[src/rtl/hfe_pkg.sv]
// hfe_pkg: shared constants and helper functions for the hamming frame encoder
// no dependencies; used by hfe_front, hfe_back and the top level
`default_nettype none

package hfe_pkg;

    // data bits gathered into one codeword frame
    localparam int DATA_BITS_DEF = 26;

    // entries in the job queue between front and back
    localparam int QUEUE_DEPTH_DEF = 4;

    // output byte width
    localparam int BYTE_W = 8;

    // smallest r with 2^r >= m + r + 1, capped at 7
    function automatic int parity_bit_count(input int m);
        int r;
        r = 1;
        for (int j = 1; j < 7; j++)
        begin
            if ((1 << r) < (m + r + 1))
            begin
                r = r + 1;
            end
        end
        return r;
    endfunction

    // width that holds the values 0 .. v
    function automatic int count_width(input int v);
        return $clog2(v + 1);
    endfunction

endpackage

`default_nettype wire

[src/rtl/hfe_queue.sv]
// hfe_queue: small register queue of encode jobs between front and back
// generic on width and depth; no package dependencies
`default_nettype none

module hfe_queue #(
    parameter int WIDTH = 8,
    parameter int DEPTH = 4
) (
    input  wire logic             clk,
    input  wire logic             rst_n,
    input  wire logic             push_valid,
    output logic                  push_ready,
    input  wire logic [WIDTH-1:0] push_data,
    output logic                  pop_valid,
    input  wire logic             pop_ready,
    output logic [WIDTH-1:0]      pop_data
);

    localparam int PW = (DEPTH > 1) ? $clog2(DEPTH) : 1;
    localparam int NW = $clog2(DEPTH + 1);

    logic [WIDTH-1:0] mem_reg [DEPTH];
    logic [PW-1:0]    wr_ptr_reg, wr_ptr_next;
    logic [PW-1:0]    rd_ptr_reg, rd_ptr_next;
    logic [NW-1:0]    count_reg, count_next;
    logic             do_push, do_pop;

    assign push_ready = (count_reg != NW'(DEPTH));
    assign pop_valid  = (count_reg != '0);
    assign pop_data   = mem_reg[rd_ptr_reg];
    assign do_push    = push_valid && push_ready;
    assign do_pop     = pop_valid && pop_ready;

    always_comb
    begin
        wr_ptr_next = wr_ptr_reg;
        rd_ptr_next = rd_ptr_reg;
        count_next  = count_reg;
        if (do_push)
        begin
            wr_ptr_next = (wr_ptr_reg == PW'(DEPTH - 1)) ? '0 : wr_ptr_reg + 1'b1;
        end
        if (do_pop)
        begin
            rd_ptr_next = (rd_ptr_reg == PW'(DEPTH - 1)) ? '0 : rd_ptr_reg + 1'b1;
        end
        if (do_push && !do_pop)
        begin
            count_next = count_reg + 1'b1;
        end
        else if (do_pop && !do_push)
        begin
            count_next = count_reg - 1'b1;
        end
    end

    always_ff @(posedge clk or negedge rst_n)
    begin
        if (!rst_n)
        begin
            wr_ptr_reg <= '0;
            rd_ptr_reg <= '0;
            count_reg  <= '0;
        end
        else
        begin
            wr_ptr_reg <= wr_ptr_next;
            rd_ptr_reg <= rd_ptr_next;
            count_reg  <= count_next;
        end
    end

    // payload storage, no reset
    always_ff @(posedge clk)
    begin
        if (do_push)
        begin
            mem_reg[wr_ptr_reg] <= push_data;
        end
    end

endmodule

`default_nettype wire

[src/rtl/hfe_front.sv]
// hfe_front: accepts input bytes, gathers data bits into frames, issues encode jobs
// depends on hfe_pkg; feeds hfe_queue
`default_nettype none

module hfe_front #(
    parameter int DATA_BITS = hfe_pkg::DATA_BITS_DEF,
    parameter int MW        = hfe_pkg::count_width(DATA_BITS),
    parameter int JW        = DATA_BITS + MW + 1
) (
    input  wire logic          clk,
    input  wire logic          rst_n,
    input  wire logic          in_valid,
    output logic               in_ready,
    input  wire logic [7:0]    data_byte,
    input  wire logic          has_byte,
    input  wire logic          end_of_data,
    output logic               job_valid,
    input  wire logic          job_ready,
    output logic [JW-1:0]      job_data
);

    localparam int KW = (MW > 4) ? MW : 4;

    logic                 busy_reg, busy_next;
    logic [7:0]           bits_reg, bits_next;
    logic [3:0]           rem_reg, rem_next;
    logic                 end_reg, end_next;
    logic [DATA_BITS-1:0] collect_reg, collect_next;
    logic [MW-1:0]        dcnt_reg, dcnt_next;

    logic [KW-1:0]          space, k;
    logic [DATA_BITS+7:0]   merged;
    logic [DATA_BITS-1:0]   new_collect, job_bits;
    logic [MW-1:0]          new_dcnt;
    logic [3:0]             rem_new;
    logic                   full, push_tail, push, fire, done, accept;

    always_comb
    begin
        // bits the current frame still takes, and bits taken this cycle
        space       = KW'(DATA_BITS) - KW'(dcnt_reg);
        k           = (KW'(rem_reg) < space) ? KW'(rem_reg) : space;
        merged      = ({8'b0, collect_reg} << k)
                    | ({{DATA_BITS{1'b0}}, bits_reg} >> (KW'(8) - k));
        new_collect = merged[DATA_BITS-1:0];
        new_dcnt    = dcnt_reg + MW'(k);
        rem_new     = rem_reg - 4'(k);
        full        = (new_dcnt == MW'(DATA_BITS));
        push_tail   = !full && (rem_new == 4'd0) && end_reg;
        push        = full || push_tail;
        // left-align so the first data bit sits at the top
        job_bits    = new_collect << (MW'(DATA_BITS) - new_dcnt);

        job_valid = busy_reg && push;
        job_data  = {end_reg && (rem_new == 4'd0), new_dcnt, job_bits};

        fire     = busy_reg && (!push || job_ready);
        done     = fire && (rem_new == 4'd0);
        in_ready = !busy_reg || done;
        accept   = in_valid && in_ready;

        busy_next    = busy_reg;
        bits_next    = bits_reg;
        rem_next     = rem_reg;
        end_next     = end_reg;
        collect_next = collect_reg;
        dcnt_next    = dcnt_reg;

        if (fire)
        begin
            bits_next = bits_reg << k;
            rem_next  = rem_new;
            busy_next = (rem_new != 4'd0);
            if (push)
            begin
                collect_next = '0;
                dcnt_next    = '0;
            end
            else
            begin
                collect_next = new_collect;
                dcnt_next    = new_dcnt;
            end
        end
        if (accept)
        begin
            busy_next = 1'b1;
            bits_next = data_byte;
            rem_next  = has_byte ? 4'd8 : 4'd0;
            end_next  = end_of_data;
        end
    end

    always_ff @(posedge clk or negedge rst_n)
    begin
        if (!rst_n)
        begin
            busy_reg    <= 1'b0;
            rem_reg     <= '0;
            end_reg     <= 1'b0;
            collect_reg <= '0;
            dcnt_reg    <= '0;
        end
        else
        begin
            busy_reg    <= busy_next;
            rem_reg     <= rem_next;
            end_reg     <= end_next;
            collect_reg <= collect_next;
            dcnt_reg    <= dcnt_next;
        end
    end

    always_ff @(posedge clk)
    begin
        bits_reg <= bits_next;
    end

endmodule

`default_nettype wire

[src/rtl/hfe_back.sv]
// hfe_back: builds the hamming codeword of each job and packs it into output bytes
// depends on hfe_pkg; fed by hfe_queue
`default_nettype none

module hfe_back #(
    parameter int DATA_BITS = hfe_pkg::DATA_BITS_DEF,
    parameter int MW        = hfe_pkg::count_width(DATA_BITS),
    parameter int JW        = DATA_BITS + MW + 1
) (
    input  wire logic          clk,
    input  wire logic          rst_n,
    input  wire logic          job_valid,
    output logic               job_ready,
    input  wire logic [JW-1:0] job_data,
    output logic               out_valid,
    input  wire logic          out_ready,
    output logic [7:0]         out_byte,
    output logic               last_out
);

    localparam int RB  = hfe_pkg::parity_bit_count(DATA_BITS);
    localparam int CW  = DATA_BITS + RB;
    localparam int CWR = (CW > hfe_pkg::BYTE_W) ? CW : hfe_pkg::BYTE_W;
    localparam int NW  = hfe_pkg::count_width(CWR);

    // codeword with position 1 in the top bit
    function automatic logic [CW-1:0] encode(input logic [DATA_BITS-1:0] d);
        logic [CW:1]   w;
        logic [CW-1:0] res;
        logic          p;
        int            di;
        int            pos;
        int            i;
        w  = '0;
        di = 0;
        for (pos = 1; pos <= CW; pos++)
        begin
            if ((pos & (pos - 1)) != 0)
            begin
                w[pos] = d[DATA_BITS - 1 - di];
                di     = di + 1;
            end
        end
        for (i = 0; i < RB; i++)
        begin
            p = 1'b0;
            for (pos = 1; pos <= CW; pos++)
            begin
                if ((((pos >> i) & 1) != 0) && (pos != (1 << i)))
                begin
                    p = p ^ w[pos];
                end
            end
            w[1 << i] = p;
        end
        for (pos = 1; pos <= CW; pos++)
        begin
            res[CW - pos] = w[pos];
        end
        return res;
    endfunction

    logic [CWR-1:0] cw_reg, cw_next;
    logic [NW-1:0]  cw_cnt_reg, cw_cnt_next;
    logic           end_reg, end_next;
    logic           active_reg, active_next;
    logic [6:0]     acc_reg, acc_next;
    logic [2:0]     acc_cnt_reg, acc_cnt_next;
    logic           ovalid_reg, ovalid_next;
    logic [7:0]     obyte_reg, obyte_next;
    logic           olast_reg, olast_next;

    logic [DATA_BITS-1:0] hd_bits;
    logic [MW-1:0]        hd_m;
    logic                 hd_last;
    logic [NW-1:0]        hd_n;
    logic                 out_free;
    logic [NW:0]          tot;
    logic [3:0]           take;
    logic [14:0]          hi;
    logic [7:0]           emit_byte;
    logic [2:0]           cw_lo;

    assign out_valid = ovalid_reg;
    assign out_byte  = obyte_reg;
    assign last_out  = olast_reg;

    always_comb
    begin
        hd_bits = job_data[DATA_BITS-1:0];
        hd_m    = job_data[DATA_BITS +: MW];
        hd_last = job_data[JW-1];
        hd_n    = (hd_m == '0) ? '0
                : NW'(hd_m) + NW'(hfe_pkg::parity_bit_count(int'(hd_m)));

        job_ready = !active_reg;
        out_free  = !ovalid_reg || out_ready;

        // byte from the held bits followed by the head of the codeword
        tot       = (NW + 1)'(acc_cnt_reg) + (NW + 1)'(cw_cnt_reg);
        take      = 4'd8 - 4'(acc_cnt_reg);
        hi        = {8'b0, acc_reg} << take;
        emit_byte = hi[7:0] | (cw_reg[CWR-1 -: 8] >> acc_cnt_reg);
        cw_lo     = cw_cnt_reg[2:0];

        cw_next      = cw_reg;
        cw_cnt_next  = cw_cnt_reg;
        end_next     = end_reg;
        active_next  = active_reg;
        acc_next     = acc_reg;
        acc_cnt_next = acc_cnt_reg;
        ovalid_next  = ovalid_reg && !out_ready;
        obyte_next   = obyte_reg;
        olast_next   = olast_reg;

        if (!active_reg)
        begin
            if (job_valid)
            begin
                cw_next     = CWR'(encode(hd_bits)) << (CWR - CW);
                cw_cnt_next = hd_n;
                end_next    = hd_last;
                active_next = 1'b1;
            end
        end
        else if (out_free)
        begin
            if (tot >= (NW + 1)'(8))
            begin
                ovalid_next  = 1'b1;
                obyte_next   = emit_byte;
                olast_next   = end_reg && (tot == (NW + 1)'(8));
                cw_next      = cw_reg << take;
                cw_cnt_next  = cw_cnt_reg - NW'(take);
                acc_next     = '0;
                acc_cnt_next = '0;
                active_next  = (tot != (NW + 1)'(8));
            end
            else if (end_reg)
            begin
                // flush: zero padding comes from the cleared low codeword bits
                if (tot != '0)
                begin
                    ovalid_next = 1'b1;
                    obyte_next  = emit_byte;
                    olast_next  = 1'b1;
                end
                cw_cnt_next  = '0;
                acc_next     = '0;
                acc_cnt_next = '0;
                active_next  = 1'b0;
            end
            else
            begin
                // too few bits for a byte, keep them for the next codeword
                acc_next     = (acc_reg << cw_lo) | (cw_reg[CWR-1 -: 7] >> (3'd7 - cw_lo));
                acc_cnt_next = tot[2:0];
                cw_cnt_next  = '0;
                active_next  = 1'b0;
            end
        end
    end

    always_ff @(posedge clk or negedge rst_n)
    begin
        if (!rst_n)
        begin
            cw_cnt_reg  <= '0;
            end_reg     <= 1'b0;
            active_reg  <= 1'b0;
            acc_reg     <= '0;
            acc_cnt_reg <= '0;
            ovalid_reg  <= 1'b0;
        end
        else
        begin
            cw_cnt_reg  <= cw_cnt_next;
            end_reg     <= end_next;
            active_reg  <= active_next;
            acc_reg     <= acc_next;
            acc_cnt_reg <= acc_cnt_next;
            ovalid_reg  <= ovalid_next;
        end
    end

    always_ff @(posedge clk)
    begin
        cw_reg    <= cw_next;
        obyte_reg <= obyte_next;
        olast_reg <= olast_next;
    end

endmodule

`default_nettype wire

[src/rtl/hamming_frame_encoder_unit.sv]
// hamming_frame_encoder_unit: top level of the hamming frame encoder
// depends on hfe_pkg, hfe_front, hfe_queue and hfe_back
//
// Bytes come in on the input channel and are split into bits, most
// significant first. Every DATA_BITS data bits form a frame, which is
// turned into a Hamming codeword (check bits at the power-of-two
// positions, each the even parity of the positions carrying that index
// bit); codewords are sent position 1 first and packed MSB first into
// output bytes. A transaction with end_of_data set flushes: a partial
// frame is encoded with its own smaller check-bit count, a partial byte is
// zero padded, the final byte carries last_out, and all state clears for
// the next stream. A transaction with neither has_byte nor end_of_data
// does nothing. Timing: the front takes one input byte per cycle while
// the job queue accepts its jobs, and holds in_ready low until it
// finishes a byte in which a frame boundary falls. The back loads each
// codeword into its shift register, then sends one byte per cycle while
// the output register is free, and parks fewer than eight leftover bits
// for the next codeword before it takes the next job. For 26 data bits
// eight frames give 31 output bytes. A QUEUE_DEPTH job queue sits between
// the two, and the output register holds each byte until out_ready takes
// it; a new byte forms only when the register is empty or being taken.
`default_nettype none

module hamming_frame_encoder_unit #(
    parameter int DATA_BITS   = hfe_pkg::DATA_BITS_DEF,
    parameter int QUEUE_DEPTH = hfe_pkg::QUEUE_DEPTH_DEF
) (
    input  wire logic       clk,
    input  wire logic       rst_n,
    input  wire logic       in_valid,
    output logic            in_ready,
    input  wire logic [7:0] data_byte,
    input  wire logic       has_byte,
    input  wire logic       end_of_data,
    output logic            out_valid,
    input  wire logic       out_ready,
    output logic [7:0]      out_byte,
    output logic            last_out
);

    // job: {last of stream, data bit count, left-aligned data bits}
    localparam int MW = hfe_pkg::count_width(DATA_BITS);
    localparam int JW = DATA_BITS + MW + 1;

    logic          fq_valid, fq_ready;
    logic [JW-1:0] fq_data;
    logic          qb_valid, qb_ready;
    logic [JW-1:0] qb_data;

    // front: frame assembly, one job per full frame or stream end
    hfe_front #(
        .DATA_BITS (DATA_BITS),
        .MW        (MW),
        .JW        (JW)
    ) u_front (
        .clk         (clk),
        .rst_n       (rst_n),
        .in_valid    (in_valid),
        .in_ready    (in_ready),
        .data_byte   (data_byte),
        .has_byte    (has_byte),
        .end_of_data (end_of_data),
        .job_valid   (fq_valid),
        .job_ready   (fq_ready),
        .job_data    (fq_data)
    );

    // decoupling queue so either side can stall alone
    hfe_queue #(
        .WIDTH (JW),
        .DEPTH (QUEUE_DEPTH)
    ) u_queue (
        .clk        (clk),
        .rst_n      (rst_n),
        .push_valid (fq_valid),
        .push_ready (fq_ready),
        .push_data  (fq_data),
        .pop_valid  (qb_valid),
        .pop_ready  (qb_ready),
        .pop_data   (qb_data)
    );

    // back: codeword build and byte packing
    hfe_back #(
        .DATA_BITS (DATA_BITS),
        .MW        (MW),
        .JW        (JW)
    ) u_back (
        .clk       (clk),
        .rst_n     (rst_n),
        .job_valid (qb_valid),
        .job_ready (qb_ready),
        .job_data  (qb_data),
        .out_valid (out_valid),
        .out_ready (out_ready),
        .out_byte  (out_byte),
        .last_out  (last_out)
    );

endmodule

`default_nettype wire

[config.mk]
export PLATFORM = sky130hd
export DESIGN_NAME = hamming_frame_encoder_unit
export DESIGN_NICKNAME = d
export VERILOG_FILES = /design/src/rtl/hfe_pkg.sv /design/src/rtl/hfe_queue.sv /design/src/rtl/hfe_front.sv /design/src/rtl/hfe_back.sv /design/src/rtl/hamming_frame_encoder_unit.sv
export SDC_FILE = /design/constraint.sdc
export NUM_CORES = 1
export LEC_CHECK = 0
export BUFFER_PORTS_ARGS = -buffer_cell sky130_fd_sc_hd__buf_2
export CAP_MARGIN = 5
export CORE_UTILIZATION = 40
export DETAILED_ROUTE_END_ITERATION = 7
export MAX_ROUTING_LAYER = met4
export SYNTH_ARGS = -nofsm -noshare
export SYNTH_HDL_FRONTEND = slang
export SYNTH_SLANG_ARGS = --single-unit
[constraint.sdc]
create_clock -name clk -period 45.2 [get_ports clk]
set_input_delay 9.04 -clock clk [delete_from_list [all_inputs] [get_ports clk]]
set_output_delay 9.04 -clock clk [all_outputs]
set_load 0.02 [all_outputs]
==> metrics.cfg <==
[run_status]
status = finished, final reports clean

[clock_network]
cts_buffer_depth = 3
cts_resized = 0
clock_latency_ns = 0.57
cts_tree = yes
root_buffer = clkbuf_16
cts.sinks = 238
clk_pin_slew_ns = 0.06
post_cts_buffers = 0
cts_buffers = 29
cts_hold_buffers = 0
htree_levels = 1

[sta]
max_freq_mhz = 56.90
rsz0062_at_grt = no
relSlewSlack_pct = 28.43
holdWs_ns = 0.5047
fin_tns_setup_ns = 0
skew_ns = 0.01928
hold_viol_final = 0
finalSetupViolations = 0
tightestPinTransition_ns = 1.072
slew_violations = 0
post-route-min-period_ns = 17.58
timing.final.crit_share_pct = 38.88

[routing]
vias_per_cell = 5.872
wire_per_inst_um = 19.09
top_layer = met4
m1WireLength_um = 20110
vias = 13790
wl_met2_um = 21740
route.met3.wl_um = 2019
antenna_left = 0
wirelength_um = 44850
drc = 0
drt_iter0_markers = 998
first_pass_iters = 5

[die]
ios = 25
coreArea_um2 = 44220
die_area_um2 = 45780
die_h_um = 214.0
rows = 77
initial_core_util_pct = 40.64
die_w_um = 214.0

[critical_path]
crit_family = adder cells
crit_type = flop to flop
startpoint_type = flop
cp-end-kind = flop
crit_slowest_cell = mux4_2
required_ns = 45.66
r2r_cells = 74
cp_num_buf_inv = 7
worstPathArrival_ns = 18.03
cp_common_cell = ha_1
crit_fanout = 33
worst-path-stages = 74
cpPeakStageDelay_ns = 0.75

[global_routing]
grt_first_pass_wirelength_um = 72760
grt_antenna_before_repair = 0
grt_start_max_net_pins = 66
grtUsageTotal_pct = 19.93
globalRouteOverflowTotal = 0
grt_pass1_vias = 13350

[yosys]
async_flop_share_pct = 26.05
synth_top_area_share_pct = 29.41
synth_edf_count = 176
syn_area_um2 = 17970
yosys-top-cells-area = edfxtp_1 (29%), mux4_2 (11%), dfrtp_1 (8.6%), ha_1 (6.1%), mux2i_1 (4.5%)
yosysMostFrequentCell = nand2_1
seq_area_frac_synth_pct = 38.04
ys_ff_latch = 238
yosys.area.top_type = edfxtp_1
syn_area_per_cell_um2 = 10.23
synthTopCellsByCount = nand2_1 (198), edfxtp_1 (176), o21ai_0 (137)
synthFlopType = edfxtp_1
synth_cell_type_count = 89
ys_warn_count = 0
syn_inst = 1756

[flow_run]
cap_viol_max_count = 0

[min_path]
min_path_type = flop to flop
worstHoldPathCells = 1

[layout]
area_growth_pct = 9.351
drive_above_1_share_pct = 13.77
fin_nets = 1848
diodes = 0
largest_reg_flops = 128
fin_area_um2 = 19650

[placement]
place_hpwl_um = 31820
port_buffers = 24
gp_congestion = 0.9229
placed_cell_area_um2 = 18660

==> path summary, 6_finish.rpt <==
kind	from	end	slack, ns
setup / recovery	u_queue.rd_ptr_reg[0]	u_back.cw_cnt_reg[4]	27.62
hold / removal	u_queue.count_reg[2]	u_queue.count_reg[2]	0.50
setup reg to reg	u_queue.rd_ptr_reg[0]	u_back.cw_cnt_reg[4]	27.62
hold reg to reg	u_queue.count_reg[2]	u_queue.count_reg[2]	0.50
max in group asynchronous	rst_n	u_queue.rd_ptr_reg[0]	35.89
min in group asynchronous	rst_n	u_back.acc_reg[5]	8.65
==> area by class of cell <==
class | instances | area [µm²]
inverter | 75 | 281.5
clock inverter | 16 | 185.2
tap | 592 | 740.7
timing repair buffer | 52 | 330.3
fill | 4178 | 24570
clock buffer | 38 | 809.5
sequential | 238 | 6839
multi-input combinational | 1338 | 10460
==> kinds of logic (layout without fill, tap and decap cells) <==
logic type	Yosys count	in the layout	synth area share (%)
flops	238	238	38.04
fa+ha+maj	100	100	7.464
other cells	1	2	0.02087
mux	189	189	16.77
buf+inv	181	181	3.969
compound gates	441	441	16.11
xor+xnor	94	94	4.623
simple gates	512	512	12.99
==> layout by cell type, fill, tap and decap left out, drive strengths merged, types with 38 or more instances in the layout <==
| cell | Yosys | layout |
|---|---|---|
| o21ai | 138 | 138 |
| mux2i | 81 | 81 |
| xnor2 | 67 | 67 |
| nor2 | 119 | 119 |
| inv | 70 | 75 |
| nand2 | 198 | 198 |
| a21oi | 93 | 93 |
| mux4 | 87 | 87 |
| clkbuf | 72 | 38 |
| nand3 | 67 | 67 |
| buf | 34 | 52 |
| dfrtp | 62 | 62 |
| ha | 88 | 88 |
| edfxtp | 176 | 176 |
==> stage by stage <==
step	util [%]	setup WS [ns]	cells
after global placement	42.19	28.19	2295
final	44.44	27.62	2349
after floorplan	-	28.72	1757
after CTS	44.44	27.65	2349
after detailed placement	42.19	27.62	2295
after global routing	44.44	26.20	2349
==> worst reg2reg max path, delay by kind of cell (launching register included) <==
family,cells,cell delay [ns]
AND/OR/NAND/NOR,14,2.38
XOR/XNOR,7,1.30
flip-flops,1,0.41
multiplexers,8,2.46
AO/OA/AOI/OAI,23,4.64
buffers and inverters,7,1.17
adder cells (fa/ha/maj),15,5.10
==> per-layer routing <==
metal / GRT usage (%) / vias up
met2: 32.36 / 362
met3: 2.217 / 73
li1: - / 6562
met1: 26.65 / 6796
met5: - / -
met4: 4.772 / 0
Power is left out: the tool's default activity adds up to more than one toggle a clock period on the data nets, which glitch-free logic cannot reach.
